File: src/rtl/core/atr_pkg.sv
package atr_pkg;

  // Default sizes of the table.
  localparam int ENTRIES_DEF     = 16;
  localparam int HANDLE_BITS_DEF = 16;
  localparam int STAMP_BITS_DEF  = 16;

  // Fixed field widths.
  localparam int CMD_W     = 3;
  localparam int NAME_W    = 32;
  localparam int DEV_W     = 16;
  localparam int POLICY_W  = 2;
  localparam int LFSR_W    = 16;
  localparam int CFG_IDX_W = 1;

  localparam logic [LFSR_W-1:0] SEED_RESET = 16'd44257;
  localparam logic [LFSR_W-1:0] LFSR_TAPS  = 16'hB400;

  // Replacement policies.
  localparam logic [POLICY_W-1:0] POL_FIFO   = 2'd0;
  localparam logic [POLICY_W-1:0] POL_LRU    = 2'd1;
  localparam logic [POLICY_W-1:0] POL_RANDOM = 2'd2;

  // Configuration register indexes.
  localparam logic [CFG_IDX_W-1:0] CFG_POLICY = 1'd0;
  localparam logic [CFG_IDX_W-1:0] CFG_SEED   = 1'd1;

  typedef enum logic [CMD_W-1:0] {
    CMD_ADD   = 3'd0,
    CMD_EXEC  = 3'd1,
    CMD_EVICT = 3'd2,
    CMD_REMH  = 3'd3,
    CMD_REMN  = 3'd4,
    CMD_GETN  = 3'd5,
    CMD_GETD  = 3'd6,
    CMD_FIND  = 3'd7
  } cmd_t;

  // Operations broadcast to every cell.
  typedef enum logic [2:0] {
    CO_NONE,
    CO_WRITE,
    CO_STAMP,
    CO_CLEAR,
    CO_RLOAD,
    CO_RSHIFT,
    CO_RAPPLY
  } cell_op_t;

  typedef struct packed {
    cell_op_t op;
    logic     skip_zero;
    logic     pos_mode;
  } cell_ctl_t;

  // Which entries compete for the best slot of a search beat.
  typedef enum logic [1:0] {
    FI_ALL,
    FI_NAME,
    FI_SEL
  } filt_t;

  // Status flags carried by a search beat along the chain.
  typedef struct packed {
    logic vld;
    logic hit;
    logic best;
    logic free;
  } probe_flags_t;

  typedef enum logic [2:0] {
    ST_IDLE,
    ST_ISSUE,
    ST_WAIT,
    ST_DIV,
    ST_RLOAD,
    ST_RSHIFT,
    ST_RAPPLY,
    ST_DONE
  } state_t;

  typedef enum logic [1:0] {
    PH_MAIN,
    PH_PICK
  } phase_t;

endpackage

File: src/rtl/core/atr_mod.sv
module atr_mod #(
  parameter int ENTRIES = atr_pkg::ENTRIES_DEF
) (
  input  logic                         clk,
  input  logic                         rst_n,
  input  logic                         start,
  input  logic [atr_pkg::LFSR_W-1:0]   dividend,
  input  logic [$clog2(ENTRIES+1)-1:0] divisor,
  output logic                         done,
  output logic [$clog2(ENTRIES)-1:0]   rem
);

  localparam int IW = $clog2(ENTRIES);
  localparam int CW = $clog2(ENTRIES + 1);
  localparam int SW = $clog2(atr_pkg::LFSR_W);
  localparam logic [SW-1:0] LAST = SW'(atr_pkg::LFSR_W - 1);

  logic                       busy_r;
  logic                       done_r;
  logic [SW-1:0]              step_r;
  logic [atr_pkg::LFSR_W-1:0] dvd_r;
  logic [CW-1:0]              rem_r;
  logic [CW-1:0]              dsr_r;
  logic [CW:0]                trial;
  logic                       ge;

  // One restoring step a cycle, most significant dividend bit first.
  assign trial = {rem_r, dvd_r[atr_pkg::LFSR_W-1]};
  assign ge    = trial >= {1'b0, dsr_r};

  always_ff @(posedge clk) begin
    if (!rst_n) begin
      busy_r <= 1'b0;
      done_r <= 1'b0;
    end else begin
      done_r <= 1'b0;
      if (start) begin
        busy_r <= 1'b1;
      end else if (busy_r && (step_r == LAST)) begin
        busy_r <= 1'b0;
        done_r <= 1'b1;
      end
    end
  end

  always_ff @(posedge clk) begin
    if (start) begin
      dvd_r  <= dividend;
      dsr_r  <= divisor;
      rem_r  <= '0;
      step_r <= '0;
    end else if (busy_r) begin
      dvd_r  <= {dvd_r[atr_pkg::LFSR_W-2:0], 1'b0};
      rem_r  <= ge ? CW'(trial - {1'b0, dsr_r}) : CW'(trial);
      step_r <= step_r + SW'(1);
    end
  end

  assign done = done_r;
  assign rem  = rem_r[IW-1:0];

endmodule

File: config.mk
export PLATFORM = sky130hd
export DESIGN_NAME = atr_mod
export DESIGN_NICKNAME = d
export VERILOG_FILES = /design/src/rtl/core/atr_pkg.sv /design/src/rtl/core/atr_mod.sv
export SDC_FILE = /design/constraint.sdc
export NUM_CORES = 1
export LEC_CHECK = 0
export BUFFER_PORTS_ARGS = -buffer_cell sky130_fd_sc_hd__buf_4
export CORE_AREA = 4 4 59 61
export DETAILED_ROUTE_END_ITERATION = 10
export DIE_AREA = 0 0 63 65
export GPL_ROUTABILITY_DRIVEN = 1
export HOLD_SLACK_MARGIN = 0.15
export MAX_ROUTING_LAYER = met4
export PLACE_DENSITY_LB_ADDON = 0.05
export SYNTH_ARGS = -nofsm -noshare
export SYNTH_HDL_FRONTEND = slang
export SYNTH_SLANG_ARGS = --single-unit
File: constraint.sdc
create_clock -name clk -period 2.9 [get_ports clk]
set_input_delay 0.145 -clock clk [delete_from_list [all_inputs] [get_ports clk]]
set_output_delay 0.145 -clock clk [all_outputs]
set_load 0.03 [all_outputs]
==> qor.csv <==
stage;metric;value;unit
cells_and_area;finish.utilization;67.1;%
drt;first_pass_iters;3;
yosys;syn_area_per_cell;12.9;µm²
clock_tree;clk_pin_slew;0.10;ns
floorplan;start_util;51.3;%
placed_design;portBuffers;28;
setup_path;reg2reg_depth;8;
cells_and_area;nNetsFinal;198;
drt;ant_nets;0;
global_route;antenna_found_initial;0;
global_route;grt_overflow;0;
yosys;synth-seq-cells;32;
sta;period_share;73.7;%
cells_and_area;syn_to_final_growth;31.0;%
floorplan;core;0.00298;mm²
placed_design;gp_congestion;0.789;
run;cap_violations;0;
sta;grt_setup_unrepaired;false;
floorplan;rows;20;
floorplan;die_w;63;µm
min_path;min_path_type;input port to flip-flop;
drt;drc;0;
clock_tree;clock-root-buffer;clkbuf_4;
clock_tree;cts_resized;0;
power_and_ir_drop;p_leak;0.810;nW
clock_tree;numCtsBuffers;5;
cells_and_area;fin_cells;200;
clock_tree;worstSkewPairLatency;0.33;ns
clock_tree;cts_tree;built;
min_path;hp-start;start;
sta;setup_violations;0;
global_route;grt_pass1_wl;4580;µm
power_and_ir_drop;irDropWorstVdd;0.319;mV
clock_tree;cts.htree.levels;2;
sta;period_needed;2.14;ns
min_path;min_to;step_r[2];
yosys;synth.net_count;149;
setup_path;r2r_slack;0.76;ns
min_path;whs_path_depth;2;
setup_path;max_stage_delay;0.41;ns
sta;skew;0.0105;ns
cells_and_area;drive_gt1_share;33.5;%
yosys;netlist_instances;118;
sta;tightestPinTransition;0.621;ns
drt;drt-total-wl;2520;µm
yosys;synth_cell_type_count;28;
setup_path;cpMostUsedCell;inv_1;
yosys;netlist_area;0.00153;mm²
floorplan;pin_count;29;
setup_path;worst-endpoint-arrival;2.39;ns
floorplan;die_h;65;µm
setup_path;path_class;flip-flop to flip-flop;
global_route;grt_max_degree;31;
drt;drt-initial-drc-count;52;
global_route;grtUsageTotal;15.0;%
yosys;yosysSeqAreaShare;55.7;%
sta;slew_headroom;58.6;%
setup_path;required;3.15;ns
drt;vias_per_cell;5.00;
clock_tree;clockBufferDepth;2;
setup_path;worstReg2RegEnd;rem_r[0];
setup_path;start_kind;flip-flop;
drt;routedWlPerCell;12.6;µm
global_route;grt_pass1_vias;1083;
sta;tns;0;ns
run_status;status;complete, no violations;
setup_path;r2r_start;dvd_r[15];
setup_path;path_max_fanout;7;
yosys;yosys_warnings;0;
power_and_ir_drop;power_density;494;mW/mm²
clock_tree;cts.sinks;32;
sta;drv_slew;0;
setup_path;cp-end-kind;flip-flop;
sta;hold_viol_final;0;
placed_design;post-dp-hpwl;1680;µm
setup_path;crit_chain;inv_1 > ha_1 > inv_1 > fa_1 > a21oi_1 > o221ai_4 > mux2_4 > a211oi_2;
setup_path;critPathSlowestCell;fa_1;
sta;max_freq;468;MHz
floorplan;die-area;0.00410;mm²
drt;vias;1000;
placed_design;dp_cells;171;
cells_and_area;num_antenna_cells;0;
registers in the layout, summed over array words and instances, names as in the netlist:
signal / cells
busy_r: 1
done: 1
dsr_r: 5
dvd_r: 16
rem_r: 5
step_r: 4
stage by stage:
| stage | hold slack, ns | setup slack [ns] | power (mW) | instance area, µm² |
|---|---|---|---|---|
| 3_3_place_gp | 0.324 | 0.842 | 0.735 | 1730 |
| 2_1_floorplan | 0.244 | 0.914 | 0.691 | 1530 |
| 5_1_grt | 0.194 | 0.665 | 1.06 | 2000 |
| 4_1_cts | 0.200 | 0.757 | 1.00 | 2000 |
| 6_report | 0.208 | 0.762 | 0.987 | 2000 |
| 3_5_place_dp | 0.325 | 0.795 | 0.740 | 1730 |
synth_stat cells:
cell type  number  area [µm²]
xnor2_1         3        26.3
o211ai_1        1        7.51
mux2_2         15         169
buf_4           4        30.0
a211oi_2        2        25.0
edfxtp_1       21         631
a21oi_1         3        15.0
inv_1           8        30.0
nand3_2         1        10.0
nand3_1         3        15.0
xor2_1          3        26.3
o221ai_4        1        26.3
ha_1            6        75.1
o21ai_0         2        10.0
nand4_1         1        6.26
nor2_1          9        33.8
fa_1            1        20.0
nand2_1         9        33.8
mux2i_1         2        20.0
a21oi_4         1        16.3
clkbuf_1        1        3.75
dfxtp_1        11         220
and2_1          1        6.26
mux2_4          1        15.0
o2bb2a_1        2        20.0
buf_2           3        15.0
nor2b_1         2        12.5
nand3b_1        1        7.51
routing by layer:
layer | vias up | part of all wire (%) | global-route usage [%]
met5 | - | 0 | -
met4 | 0 | 1.8 | 6.61
met3 | 5 | 5.0 | 5.37
met1 | 463 | 43 | 15.4
met2 | 24 | 51 | 26.0
li1 | 508 | - | -
worst max path at each step:
stage | from | end | slack [ns] | cells after the start
final | dvd_r[15] | rem_r[0] | 0.76 | 8
after detailed placement | dvd_r[15] | rem_r[0] | 0.80 | 8
after global routing | dvd_r[15] | rem_r[0] | 0.67 | 8
after CTS | dvd_r[15] | rem_r[0] | 0.76 | 8
after floorplan | dvd_r[15] | rem_r[0] | 0.91 | 8
after global placement | dvd_r[15] | rem_r[0] | 0.84 | 8
report_power, final:
group / switching, mW / internal (mW)
registers: 0.0195 / 0.530
clock network: 0.148 / 0.0882
logic: 0.0902 / 0.111
cell usage in the layout (no fill, tap or decap), types with 2 or more instances in the layout:
cell type	instances
nor2b_1	2
nand2_1	9
a211oi_2	2
nand3_1	3
a21oi_1	3
xor2_1	3
mux2i_1	2
dfxtp_1	11
edfxtp_1	21
xnor2_1	3
o21ai_0	2
mux2_2	15
o2bb2a_1	2
buf_4	28
nor2_1	9
clkbuf_4	5
dlygate4sd3_1	22
inv_1	8
ha_1	6
cell type report:
class / instances / area [µm²]
fill: 226 / 978
multi-input combinational: 70 / 597
clock buffer: 5 / 37.5
timing repair buffer: 50 / 430
clock inverter: 2 / 12.5
inverter: 8 / 30.0
tap: 33 / 41.3
sequential: 32 / 851
kinds of logic (layout without fill, tap and decap cells):
logic type | Yosys count | after routing | share of synthesized area (%)
xor gates and xnor gates | 6 | 6 | 3.44
muxes | 18 | 18 | 13.4
buffers and inverters | 16 | 65 | 5.16
adders and majority gates | 7 | 7 | 6.23
and+or+nand+nor | 27 | 27 | 8.20
AOI/OAI and AO/OA | 12 | 12 | 7.87
DFF | 32 | 32 | 55.7
critical path: cells and delay by family (launching register included):
family,cells,cell delay (ns)
adder cells (fa/ha/maj),2,0.57
buffers and inverters,2,0.13
AO/OA/AOI/OAI,3,0.66
flip-flops,1,0.37
multiplexers,1,0.34
timing repair:
item,4_1_cts,5_1_grt
endpoints found under the hold margin,23,0
hold buffers,22,0
buffers inserted,0,0
endpoints found under the setup margin,0,0
Power figures use the tool's default switching activity.
