==> src/rtl/core/atr_pkg.sv <==
package atr_pkg;

  // Default sizes of the table.
  localparam int ENTRIES_DEF     = 16;
  localparam int HANDLE_BITS_DEF = 16;
  localparam int STAMP_BITS_DEF  = 16;

  // Fixed field widths.
  localparam int CMD_W     = 3;
  localparam int NAME_W    = 32;
  localparam int DEV_W     = 16;
  localparam int POLICY_W  = 2;
  localparam int LFSR_W    = 16;
  localparam int CFG_IDX_W = 1;

  localparam logic [LFSR_W-1:0] SEED_RESET = 16'd44257;
  localparam logic [LFSR_W-1:0] LFSR_TAPS  = 16'hB400;

  // Replacement policies.
  localparam logic [POLICY_W-1:0] POL_FIFO   = 2'd0;
  localparam logic [POLICY_W-1:0] POL_LRU    = 2'd1;
  localparam logic [POLICY_W-1:0] POL_RANDOM = 2'd2;

  // Configuration register indexes.
  localparam logic [CFG_IDX_W-1:0] CFG_POLICY = 1'd0;
  localparam logic [CFG_IDX_W-1:0] CFG_SEED   = 1'd1;

  typedef enum logic [CMD_W-1:0] {
    CMD_ADD   = 3'd0,
    CMD_EXEC  = 3'd1,
    CMD_EVICT = 3'd2,
    CMD_REMH  = 3'd3,
    CMD_REMN  = 3'd4,
    CMD_GETN  = 3'd5,
    CMD_GETD  = 3'd6,
    CMD_FIND  = 3'd7
  } cmd_t;

  // Operations broadcast to every cell.
  typedef enum logic [2:0] {
    CO_NONE,
    CO_WRITE,
    CO_STAMP,
    CO_CLEAR,
    CO_RLOAD,
    CO_RSHIFT,
    CO_RAPPLY
  } cell_op_t;

  typedef struct packed {
    cell_op_t op;
    logic     skip_zero;
    logic     pos_mode;
  } cell_ctl_t;

  // Which entries compete for the best slot of a search beat.
  typedef enum logic [1:0] {
    FI_ALL,
    FI_NAME,
    FI_SEL
  } filt_t;

  // Status flags carried by a search beat along the chain.
  typedef struct packed {
    logic vld;
    logic hit;
    logic best;
    logic free;
  } probe_flags_t;

  typedef enum logic [2:0] {
    ST_IDLE,
    ST_ISSUE,
    ST_WAIT,
    ST_DIV,
    ST_RLOAD,
    ST_RSHIFT,
    ST_RAPPLY,
    ST_DONE
  } state_t;

  typedef enum logic [1:0] {
    PH_MAIN,
    PH_PICK
  } phase_t;

endpackage

==> src/rtl/core/atr_cell.sv <==
module atr_cell #(
  parameter int ENTRIES     = atr_pkg::ENTRIES_DEF,
  parameter int HANDLE_BITS = atr_pkg::HANDLE_BITS_DEF,
  parameter int STAMP_BITS  = atr_pkg::STAMP_BITS_DEF,
  parameter int INDEX       = 0
) (
  input  logic                           clk,
  input  logic                           rst_n,
  input  atr_pkg::cell_ctl_t             ctl,
  input  logic                           sel,
  input  logic [HANDLE_BITS-1:0]         wr_handle,
  input  logic [atr_pkg::NAME_W-1:0]     wr_name,
  input  logic [atr_pkg::DEV_W-1:0]      wr_device,
  input  logic [STAMP_BITS-1:0]          wr_stamp,
  input  logic [HANDLE_BITS-1:0]         q_handle,
  input  logic [atr_pkg::NAME_W-1:0]     q_name,
  input  atr_pkg::filt_t                 q_filt,
  input  logic [$clog2(ENTRIES)-1:0]     q_sel,
  input  logic                           q_use_hit,
  input  atr_pkg::probe_flags_t          pi_f,
  input  logic [$clog2(ENTRIES)-1:0]     pi_hit_idx,
  input  logic [$clog2(ENTRIES)-1:0]     pi_best_idx,
  input  logic [STAMP_BITS-1:0]          pi_best_stamp,
  input  logic [HANDLE_BITS-1:0]         pi_best_handle,
  input  logic [$clog2(ENTRIES+1)-1:0]   pi_nvalid,
  input  logic [$clog2(ENTRIES)-1:0]     pi_free_idx,
  input  logic [HANDLE_BITS-1:0]         pi_o_handle,
  input  logic [atr_pkg::NAME_W-1:0]     pi_o_name,
  input  logic [atr_pkg::DEV_W-1:0]      pi_o_dev,
  output atr_pkg::probe_flags_t          po_f,
  output logic [$clog2(ENTRIES)-1:0]     po_hit_idx,
  output logic [$clog2(ENTRIES)-1:0]     po_best_idx,
  output logic [STAMP_BITS-1:0]          po_best_stamp,
  output logic [HANDLE_BITS-1:0]         po_best_handle,
  output logic [$clog2(ENTRIES+1)-1:0]   po_nvalid,
  output logic [$clog2(ENTRIES)-1:0]     po_free_idx,
  output logic [HANDLE_BITS-1:0]         po_o_handle,
  output logic [atr_pkg::NAME_W-1:0]     po_o_name,
  output logic [atr_pkg::DEV_W-1:0]      po_o_dev,
  input  logic                           ri_elig,
  input  logic [STAMP_BITS-1:0]          ri_stamp,
  input  logic [HANDLE_BITS-1:0]         ri_handle,
  output logic                           ro_elig,
  output logic [STAMP_BITS-1:0]          ro_stamp,
  output logic [HANDLE_BITS-1:0]         ro_handle
);

  localparam int IW = $clog2(ENTRIES);
  localparam int CW = $clog2(ENTRIES + 1);
  localparam logic [IW-1:0] MY_IDX = IW'(INDEX);

  logic                       v_r;
  logic [HANDLE_BITS-1:0]     h_r;
  logic [atr_pkg::NAME_W-1:0] n_r;
  logic [atr_pkg::DEV_W-1:0]  d_r;
  logic [STAMP_BITS-1:0]      s_r;
  logic                       rk_elig_r;
  logic [STAMP_BITS-1:0]      rk_stamp_r;
  logic [HANDLE_BITS-1:0]     rk_handle_r;
  logic [IW-1:0]              cnt_r;
  logic                       own_elig_r;

  logic                  key_elig;
  logic [STAMP_BITS-1:0] key_stamp;
  logic                  ring_less;
  logic                  match_h;
  logic                  cand;
  logic                  better;
  logic                  take;

  // Own key for ranking: stamp and handle, or handle alone when placing by handle.
  assign key_elig  = v_r && !(ctl.skip_zero && (s_r == '0));
  assign key_stamp = ctl.pos_mode ? '0 : s_r;
  assign ring_less = (ri_stamp < key_stamp) ||
                     ((ri_stamp == key_stamp) && (ri_handle < h_r));

  // Valid flag of the entry.
  always_ff @(posedge clk) begin
    if (!rst_n) begin
      v_r <= 1'b0;
    end else if (sel && (ctl.op == atr_pkg::CO_WRITE)) begin
      v_r <= 1'b1;
    end else if (sel && (ctl.op == atr_pkg::CO_CLEAR)) begin
      v_r <= 1'b0;
    end
  end

  // Entry contents and the rank ring.
  always_ff @(posedge clk) begin
    unique case (ctl.op)
      atr_pkg::CO_WRITE: begin
        if (sel) begin
          h_r <= wr_handle;
          n_r <= wr_name;
          d_r <= wr_device;
          s_r <= wr_stamp;
        end
      end
      atr_pkg::CO_STAMP: begin
        if (sel) begin
          s_r <= wr_stamp;
        end
      end
      atr_pkg::CO_RLOAD: begin
        rk_elig_r   <= key_elig;
        rk_stamp_r  <= key_stamp;
        rk_handle_r <= h_r;
        own_elig_r  <= key_elig;
        cnt_r       <= '0;
      end
      atr_pkg::CO_RSHIFT: begin
        rk_elig_r   <= ri_elig;
        rk_stamp_r  <= ri_stamp;
        rk_handle_r <= ri_handle;
        if (ri_elig && ring_less) begin
          cnt_r <= cnt_r + IW'(1);
        end
      end
      atr_pkg::CO_RAPPLY: begin
        if (own_elig_r) begin
          s_r <= STAMP_BITS'({1'b0, cnt_r} + 1'b1);
        end
      end
      default: ;
    endcase
  end

  assign ro_elig   = rk_elig_r;
  assign ro_stamp  = rk_stamp_r;
  assign ro_handle = rk_handle_r;

  // Search beat: compare this entry against what the beat carries.
  always_comb begin
    match_h = v_r && (h_r == q_handle);
    unique case (q_filt)
      atr_pkg::FI_ALL:  cand = v_r;
      atr_pkg::FI_NAME: cand = v_r && (q_name != '0) && (n_r == q_name);
      atr_pkg::FI_SEL:  cand = v_r && (cnt_r == q_sel);
      default:          cand = 1'b0;
    endcase
    better = cand && (!pi_f.best || (s_r < pi_best_stamp) ||
                      ((s_r == pi_best_stamp) && (h_r < pi_best_handle)));
    take   = q_use_hit ? match_h : better;
  end

  // Hand the beat on to the next cell; only its valid flag is reset.
  always_ff @(posedge clk) begin
    if (!rst_n) begin
      po_f.vld <= 1'b0;
    end else begin
      po_f.vld <= pi_f.vld;
    end
    po_f.hit       <= pi_f.hit || match_h;
    po_hit_idx     <= match_h ? MY_IDX : pi_hit_idx;
    po_f.best      <= pi_f.best || better;
    po_best_idx    <= better ? MY_IDX : pi_best_idx;
    po_best_stamp  <= better ? s_r : pi_best_stamp;
    po_best_handle <= better ? h_r : pi_best_handle;
    po_nvalid      <= pi_nvalid + CW'(v_r);
    po_f.free      <= pi_f.free || !v_r;
    po_free_idx    <= (!pi_f.free && !v_r) ? MY_IDX : pi_free_idx;
    po_o_handle    <= take ? h_r : pi_o_handle;
    po_o_name      <= take ? n_r : pi_o_name;
    po_o_dev       <= take ? d_r : pi_o_dev;
  end

endmodule

==> config.mk <==
export PLATFORM = sky130hd
export DESIGN_NAME = atr_cell
export DESIGN_NICKNAME = d
export VERILOG_FILES = /design/src/rtl/core/atr_pkg.sv /design/src/rtl/core/atr_cell.sv
export SDC_FILE = /design/constraint.sdc
export NUM_CORES = 1
export LEC_CHECK = 0
export BUFFER_PORTS_ARGS = -buffer_cell sky130_fd_sc_hd__buf_2
export CAP_MARGIN = 25
export CELL_PAD_IN_SITES_DETAIL_PLACEMENT = 2
export CELL_PAD_IN_SITES_GLOBAL_PLACEMENT = 2
export CORE_AREA = 2 2 206 208
export DETAILED_ROUTE_END_ITERATION = 7
export DIE_AREA = 0 0 208 210
export HOLD_SLACK_MARGIN = 0.05
export PLACE_DENSITY = 0.7
export SLEW_MARGIN = 15
export SYNTH_ARGS = -nofsm -noshare
export SYNTH_HDL_FRONTEND = slang
export SYNTH_SLANG_ARGS = --single-unit
==> constraint.sdc <==
create_clock -name clk -period 8.9 [get_ports clk]
set_clock_uncertainty 0.2 [all_clocks]
set_input_delay 0.89 -clock clk [delete_from_list [all_inputs] [get_ports clk]]
set_output_delay 0.89 -clock clk [all_outputs]
set_load 0.05 [all_outputs]
==> impl_results.md, run 1 <==
* Final Non-Filler Cells at roughly 1,800
* Post_cts resized at 0
* Vias in the first global route at slightly above 9,000
* Sequential area share after synthesis at about 57%
* CTS hold repair buffers at 0
* Nets at 1,637
* Antenna violations before repair at 17
* Layout cell share with drive strength beyond 1 at 43.3%
* Syn Nets at 1,180
* Starting Density at approximately 25%
* Multi-input logic area at about 0.0041 sq mm
* Hold path start: d_r[14]
* Hold Path Class: reg2reg
* TritonRoute pass-1 iters at 4
* Max Clock Freq at about 0.21 GHz
* Worst setup SP type: flop
* WHS Endpoint: po_o_dev[14]
* Largest stage delay on the critical path at ~840 ps
* WP data required at a little over 9000 ps
* Reg2reg end: po_o_dev[15]
* First-pass GRT wire length at 60,700 um
* Pin count of the biggest net entering global routing at 68
* Die Ht at 210 um
* Initial drt markers at 226
* Ys async rst share at 0%
* Area growth, synth to finish at 36.5%
* Critical path's slowest cell: buf_4
* Period utilization at 54.5%
* Port bufs at about 440
* FF/Latch Area at 0.00591 sq mm
* Ranking of synthesized cells by area: edfxtp_1 (34%), dfxtp_1 (23%), ha_1 (7.9%)
* Fillers at 4,502
* # H-tree levels at 1
* CTS tree: done
* Global route overflow at 0
* Worst Max-Slew Pin Slew at 965 ps
* Placed Area at 0.0131 sq mm
* Synthesized cell area at 0.0103 sq mm
* Crit-path cells: ha_1 -> nand4_1 -> or4_4 -> a21o_1 -> o211ai_1 -> a31oi_4 -> buf_4 -> mux2i_4 -> buf_4 -> mux2_2
* Setup bufs post-CTS at 0
* Reg clk slew, reported paths at about 60 ps
* Number of max-cap violations at 0
* Dominant synthesized flop cell: edfxtp_1
* Status: finished, final reports clean
* Reg2reg start: s_r[15]
* Clk root buf: clkbuf_16
* Syn. warnings at 0
* Setup_tns at 0 ps
* Rows at 75
* Final Hold Viols at 0
* R2R Setup Slk at 4050 ps
* Num CTS Buffers at 29
* Top cell by count, worst path: buf_4
* Leakage at 6.31 nW
* Tmin final at a little under 5000 ps
* Routed WL at 42,000 um
* Total global-route track usage at about a fifth
* CP endpoint kind: flop
* Final Core Density at 33.9%
* #FFs+latches synth at 236
* Post-route cell area at between 0.01 and 0.015 sq mm
* Die ar. at 0.0437 sq mm
* Area share of the largest cell type after synthesis at 34.4%
* Final worst slack at 4050 ps
* Synth cell types at 52
* Hold path depth at 1
* Commonest non-fill, non-tap cell in the layout: buf_2
* Wire per inst at 22.8 um
* Via/cell ratio at 4.44
* CTS Sinks at 236
* Routed Antenna Nets at 0
* CP max FO at 67
* Leading area contributor after synthesis: edfxtp_1
* Worst reg-to-reg path cell count at 10
* Clk_lat worst skew at 570 ps
* Core box area at 0.0415 sq mm
* Die W at 208 um
* Via Count at 8,205
* Post-DP HPWL at around 34,000 um
* Final setup violating endpoints at 0
* Commonest cells after routing, fill and taps aside: buf_2 (442), edfxtp_1 (118), dfxtp_1 (118), nand2_1 (81), o21ai_0 (72)
* Max clock buf depth at 3
* Dpl ws at 3460 ps
* Slew Viols, Final at 0
* Worst path arrival time at 5110 ps
* Critical Path Source: s_r[15]
* # IOs at 443
* Cells after Synth at 822
* Unrepaired setup endpoints after global routing: false
* Peak supply drop at 0.128 mV
* Post-synth EDFFs at 118
* Slew margin rel. at 35.7%
* Inst Count DP at 1,786
* Syn Area/Cell at 12.5 sq um
* Crit path kind: reg2reg
* Pwr dens at roughly 200 mW/mm^2
* Gpl congestion at roughly 0.8
* Drc violations at 0
## routing by layer
metal,global-route usage (%),share of wire (%),wire length (um)
met5,0,0.17,71
met3,4.86,6.2,2630
met1,21.4,40,16600
met4,4.01,2.1,871
met2,34.9,52,21900
## worst max-delay path by stage
stage                         to  slack, ps
finish              po_o_dev[15]       4050
global route        po_o_dev[15]       3760
CTS                 po_o_dev[15]       3980
detailed placement  po_o_dev[15]       3460
global placement    po_o_dev[15]       3590
floorplan                 d_r[0]       4370
## where the power goes
group | internal (mW) | total [mW] | switching (mW) | leakage (nW)
registers | 1.20 | 1.23 | 0.0281 | 2.09
logic | 0.142 | 0.404 | 0.262 | 3.79
clock network | 0.641 | 1.13 | 0.488 | 0.436
## critical path, delay by kind of cell (launching register included)
kind	cells	cell delay [ps]
adders and majority gates	1	350
DFF	1	490
AOI/OAI and AO/OA	3	520
muxes	2	1150
buffers and inverters	2	1200
and+or+nand+nor	2	770
## cell families after synthesis
family,synth area share [%]
xor+xnor,4.85
fa+ha+maj,7.90
simple gates,9.97
flops,57.4
buf+inv,3.04
compound gates,7.20
mux,9.63
## metrics by stage
stage / power (mW) / hold slack (ps)
2_1_floorplan: 1.48 / 225
3_3_place_gp: 1.64 / 229
3_5_place_dp: 1.66 / 253
4_1_cts: 2.81 / 253
5_1_grt: 2.88 / 258
6_report: 2.76 / 259
## final cells by class
| type | count | share of cell area, % |
|---|---|---|
| clock buffer | 42 | 5.81 |
| sequential | 236 | 42.0 |
| antenna | 7 | 0.125 |
| clock inverter | 12 | 0.632 |
| multi-input combinational | 516 | 29.1 |
| tap | 539 | 4.80 |
| inverter | 47 | 1.26 |
| timing repair buffer | 449 | 16.2 |
## synthesized netlist by cell type, types with 8 or more instances
master and n:
a21o_1 9, a21oi_1 17, and2_1 13, clkbuf_1 13, dfxtp_1 118, edfxtp_1 118
ha_1 65, inv_1 47, mux2_2 8, mux2_4 54, nand2_1 81, nand2b_1 19
nand4_1 21, nor2_1 16, nor2b_1 20, nor4_1 15, o21ai_0 72, xnor2_1 43
xor2_1 14
## registers in the layout (all words and copies together) (netlist names), 5 cells and up
name            flops
d_r                16
h_r                16
n_r                32
po_best_handle     16
po_best_stamp      16
po_nvalid           5
po_o_dev           16
po_o_handle        16
po_o_name          32
ro_handle          16
ro_stamp           16
s_r                16
(Power assumes the default switching activity.)
==> inputs of run 2 (changes only) <==
==> constraint.sdc (replaced) <==
create_clock -name clk -period 4.7 [get_ports clk]
set_clock_uncertainty 0.2 [all_clocks]
set_input_delay 0.47 -clock clk [delete_from_list [all_inputs] [get_ports clk]]
set_output_delay 0.47 -clock clk [all_outputs]
set_load 0.05 [all_outputs]
==> run 2 against run 1 <==
Compared with the run above:
- sequential share of layout area is 6.0 points lower
- die area stayed put
- clock-buffer cell count stayed put
- combinational power is 140% higher
- cell count is 13% higher
- sequential power is 89% higher
- hold slack worse by 170 ps
- critical endpoint is now po_best_stamp[0]
==> impl_results.md, run 2 (synthesis gave the netlist of run 1 again) <==
* Status: finished, final reports clean
* Post-DP HPWL at 33,900 um
* CTS tree: done
* Slew margin rel. at 43.6%
* Routed Antenna Nets at 0
* Worst path arrival time at 4110 ps
* Via Count at 9,422
* WP data required at 4950 ps
* Setup bufs post-CTS at 0
* Num CTS Buffers at 28
* Die ar. at approximately 0.044 sq mm
* Drc violations at 0
* Pin count of the biggest net entering global routing at 67
* Wire length on met3 at 3290 um
* Core box area at around 0.041 sq mm
* # IOs at 443
* Clk root buf: clkbuf_16
* Fin Hold WS at just under 90 ps
* Starting Density at 24.8%
* Top Registers: n_r: 32 flops, po_o_name: 32 flops
* Port bufs at 442
* CP Buf/Inv Count at 4
* Rows at 75
* Worst setup SP type: primary input
* Tmin final at ~3900 ps
* Max Clock Freq at 0.259 GHz
* Clk_lat worst skew at 570 ps
* R2R Setup Slk at 970 ps
* Number of max-cap violations at 0
* CP max FO at 66
* Critical path's slowest cell: or4_4
* Met1 WL at ~19,000 um
* Gpl congestion at between 0.8 and 0.9
* Routed WL at 51,100 um
* Leakage at 7.31 nW
* Worst path top cell family by delay: buffers and inverters
* Total global-route track usage at 22.8%
* FF/Latch Area at between 0.005 and 0.006 sq mm
* Highest metal used: met5
* Initial drt markers at about 400
* Worst setup path endpoint: po_best_stamp[0]
* TritonRoute pass-1 iters at 4
* Final Core Density at 39.6%
* Final setup violating endpoints at 0
* Crit path depth at 11
* Period utilization at 82.0%
* Nets at about 1,900
* Wire per inst at 24.5 um
* Die W at 208 um
* Unrepaired setup endpoints after global routing: false
* Post_cts resized at 0
* Reg2reg end: po_best_stamp[0]
* Crit path kind: in2reg
* CP endpoint kind: flop
* Die Ht at 210 um
* Layout cell share with drive strength beyond 1 at 37.0%
* CTS Sinks at 236
* Worst reg-to-reg path cell count at 8
* Via/cell ratio at 4.52
* Reg2reg start: s_r[10]
* CTS hold repair buffers at 230
* Setup_tns at 0 ps
* Antenna violations before repair at 13
* First-pass GRT wire length at 74,100 um
* Hold Path Class: in2reg
* # H-tree levels at 1
* Commonest cells after routing, fill and taps aside: buf_2 (442), dlygate4sd3_1 (230), edfxtp_1 (118), dfxtp_1 (118), nand2_1 (81)
* Critical Path Source: pi_best_stamp[10]
* Area growth, synth to finish at 59.5%
* PnR Total Power at 5.46 mW
* Final Hold Viols at 0
* Slew Viols, Final at 0
* Multi-input logic area at 0.00409 sq mm
* Pwr dens at 333 mW/mm^2
* Vias in the first global route at ~11,000
* Routed met2 length at 27,200 um
* Worst Max-Slew Pin Slew at 843 ps
* Reg clk slew, reported paths at 60 ps
* Max clock buf depth at 3
* Global route overflow at 0
* Crit-path cells: dlygate4sd3_1 -> buf_2 -> inv_1 -> ha_1 -> nand4_1 -> or4_4 -> a2111oi_2 -> o31ai_1 -> a31oi_4 -> buf_4 -> mux2_2
* Largest stage delay on the critical path at 610 ps
* Commonest non-fill, non-tap cell in the layout: buf_2
* Peak supply drop at 0.258 mV
* Fillers at between 4,000 and 5,000
-- run 2: changes by cell type in the layout (fill, tap and decap cells not counted), sizes merged --
cell / previous run / this run
dlygate4sd3: 0 / 230
buf: 449 / 455
clkinv: 8 / 7
diode: 7 / 8
inv: 48 / 47
-- run 2: how the worst min path moves through the flow --
| stage | slack [ps] | cells past startpoint | endpoint | startpoint |
|---|---|---|---|---|
| floorplan | 230 | 1 | po_o_dev[14] | d_r[14] |
| global placement | 230 | 1 | po_o_dev[4] | d_r[4] |
| detailed placement | 250 | 1 | po_o_dev[4] | d_r[4] |
| CTS | 60 | 3 | ro_stamp[9] | ri_stamp[9] |
| global route | 120 | 3 | po_best_handle[10] | pi_best_handle[10] |
| finish | 90 | 3 | po_best_handle[4] | pi_best_handle[4] |
-- run 2: where the power goes --
group	switching [mW]	internal [mW]
registers	0.0583	2.27
clock network	0.942	1.23
logic	0.568	0.396
-- run 2: per-stage QoR --
step | setup WS [ps] | area, sq um | std cells
2_1_floorplan | 592 | 10300 | 822
3_3_place_gp | 999 | 13200 | 1792
3_5_place_dp | 901 | 13200 | 1792
4_1_cts | 973 | 16400 | 2074
5_1_grt | 695 | 16400 | 2082
6_report | 845 | 16400 | 2083
-- run 2: routing by layer --
| layer | vias to the layer above | track usage [%] |
|---|---|---|
| met2 | 362 | 43.4 |
| met4 | 10 | 8.34 |
| li1 | 4332 | - |
| met1 | 4624 | 24.2 |
| met3 | 94 | 5.74 |
| met5 | - | 0 |
-- run 2: layout make-up --
type                            count  share of cell area, %
Antenna cell                        8                  0.122
Clock buffer                       42                   5.09
Clock inverter                     10                  0.404
Inverter                           47                   1.08
Multi-Input combinational cell    516                   24.9
Sequential cell                   236                   36.0
Tap cell                          539                   4.11
Timing Repair Buffer              685                   28.3
-- run 2: worst min-delay path, stage by stage --
cell     delay [ps]
buf_2            90
inv_1            70
o21ai_0         160
==> inputs of run 3 (changes only) <==
--- a/config.mk
+++ b/config.mk
@@ -13,7 +13,7 @@
 export DETAILED_ROUTE_END_ITERATION = 7
 export DIE_AREA = 0 0 208 210
 export HOLD_SLACK_MARGIN = 0.05
-export PLACE_DENSITY = 0.7
+export PLACE_DENSITY = 0.73
 export SLEW_MARGIN = 15
 export SYNTH_ARGS = -nofsm -noshare
 export SYNTH_HDL_FRONTEND = slang
==> constraint.sdc (replaced) <==
create_clock -name clk -period 3.3 [get_ports clk]
set_clock_uncertainty 0.2 [all_clocks]
set_input_delay 0.33 -clock clk [delete_from_list [all_inputs] [get_ports clk]]
set_output_delay 0.33 -clock clk [all_outputs]
set_load 0.05 [all_outputs]
==> run 3 against run 2 <==
Compared with the run above:
- global-route usage up 1.3 points
- flip-flop and latch count unchanged
- utilization up 1.4 points
- non-clock buffer count up 51
- cell count up 2.7%
- sequential power up 42%
==> impl_results.md, run 3 (synthesis gave the netlist of run 1 again) <==
* Total global-route track usage at ~24%
* Final Hold Viols at 0
* Die Ht at 210 um
* Critical Path Source: pi_best_stamp[13]
* Core box area at just over 0.04 sq mm
* Worst path arrival time at 3490 ps
* Slew Viols, Final at 0
* Worst reg-to-reg path cell count at 10
* Vias in the first global route at 11,500
* Area growth, synth to finish at 65.3%
* Reg clk slew, reported paths at ~60 ps
* CTS tree: done
* Die ar. at 0.0437 sq mm
* Fin Hold WS at 107 ps
* Pwr dens at 475 mW/mm^2
* Nets at 1,923
* Peak supply drop at ~0.37 mV
* Routed Antenna Nets at 0
* Placed Area at between 0.01 and 0.015 sq mm
* Via Count at 9,782
* Unrepaired setup endpoints after global routing: true
* Worst setup SP type: primary input
* Rows at 75
* Status: finished, final reports clean
* Wire per inst at 25.8 um
* Routed WL at between 50,000 and 60,000 um
* Antenna violations before repair at 15
* Number of max-cap violations at 0
* Worst Max-Slew Pin Slew at 820 ps
* # H-tree levels at 1
* Commonest cells after routing, fill and taps aside: buf_2 (442), dlygate4sd3_1 (240), edfxtp_1 (118), dfxtp_1 (118), nand2_1 (81)
* Post-route cell area at 0.0170 sq mm
* Final Core Density at about 40%
* Leakage at approximately 7.6 nW
* TritonRoute pass-1 iters at 5
* R2R Setup Slk at 90 ps
* Period utilization at a little over nine tenths
* Gpl congestion at 0.856
* Hold Path Class: in2reg
* Top Registers: n_r: 32 flops, po_o_name: 32 flops
* CP endpoint kind: flop
* CTS Sinks at 236
* Reg2reg start: n_r[11]
* Initial drt markers at 372
* Reg2reg end: po_o_dev[5]
* Die W at 208 um
* Slew margin rel. at 45.2%
* CP max FO at 5
* Final setup violating endpoints at 0
* Pin count of the biggest net entering global routing at 62
* Max clock buf depth at 3
* Dpl ws at -74.3 ps
* WP data required at 3540 ps
* First-pass GRT wire length at 77,800 um
* Layout cell share with drive strength beyond 1 at 39.1%
* Via/cell ratio at 4.57
* PnR Total Power at about 8.1 mW
* Worst setup path endpoint: po_o_handle[0]
* Port bufs at about 440
* Clk root buf: clkbuf_16
* Commonest non-fill, non-tap cell in the layout: buf_2
* Post-DP HPWL at approximately 35,000 um
* Tmin final at 3250 ps
* Starting Density at 24.8%
* Crit path kind: in2reg
* Max Clock Freq at 0.308 GHz
* Final worst slack at 52.7 ps
* # IOs at 443
* Drc violations at 0
* Clk_lat worst skew at 570 ps
* Num CTS Buffers at 28
* Global route overflow at 0
[run 3: cell types whose count changed in the layout (fill, tap and decap cells not counted), sizes merged, moves of 2 or more]
cell / change
buf: +38
dlygate4sd3: +10
diode: +5
clkinv: +4
bufinv: +3
clkbuf: -3
clkinvlp: -2
[run 3: stage by stage]
stage          instances  TNS [ps]
2_1_floorplan        822         0
3_3_place_gp        1829         0
3_5_place_dp        1829     -2470
4_1_cts             2123         0
5_1_grt             2137     -1230
6_report            2139         0
[run 3: metal layers]
metal	wire (um)	global-route usage, %	vias up
met3	3260	5.78	125
li1	-	-	4438
met5	45	0	-
met2	29300	45.2	379
met4	2370	11.0	8
met1	20300	25.5	4832
[run 3: how the worst min path moves through the flow]
stage,end,cells after the start,startpoint,slack (ps)
floorplan,po_nvalid[2],1,pi_nvalid[2],220
global placement,po_o_dev[14],1,d_r[14],230
detailed placement,po_o_dev[4],1,d_r[4],250
CTS,v_r,5,ctl[4],90
global route,v_r,5,ctl[4],170
finish,v_r,5,ctl[4],110
[run 3: area by class of cell]
cell class | instances | area (sq um)
diodes | 13 | 32.5
clock buffers | 36 | 781
well taps | 539 | 674
repair buffers | 736 | 5140
flip-flops and latches | 236 | 5910
multi-input cells | 516 | 4120
inverters | 47 | 176
clock inverters | 16 | 173
fillers | 4328 | 24500
[run 3: timing repair]
action,in CTS,in global routing
setup buffers,2,0
hold endpoints to repair,233,0
pin swaps,3,2
endpoints found under the setup margin,41,35
gates cloned,0,3
gates resized for setup,2,6
hold buffers,240,0
[run 3: worst max-delay path, cell delays in order]
cell           delay [ps]
dlygate4sd3_1         540
buf_2                 110
inv_1                  50
ha_1                  300
nand4_1               130
or4_4                 580
a21o_1                180
o211ai_1              180
a31oi_4               160
mux2i_4               200
buf_6                 190
buf_4                 190
mux2_2                350
[run 3: power breakdown]
group	internal [mW]	total, mW	switching, mW
combinational	0.597	1.45	0.854
clock	1.91	3.34	1.43
sequential	3.23	3.30	0.0731
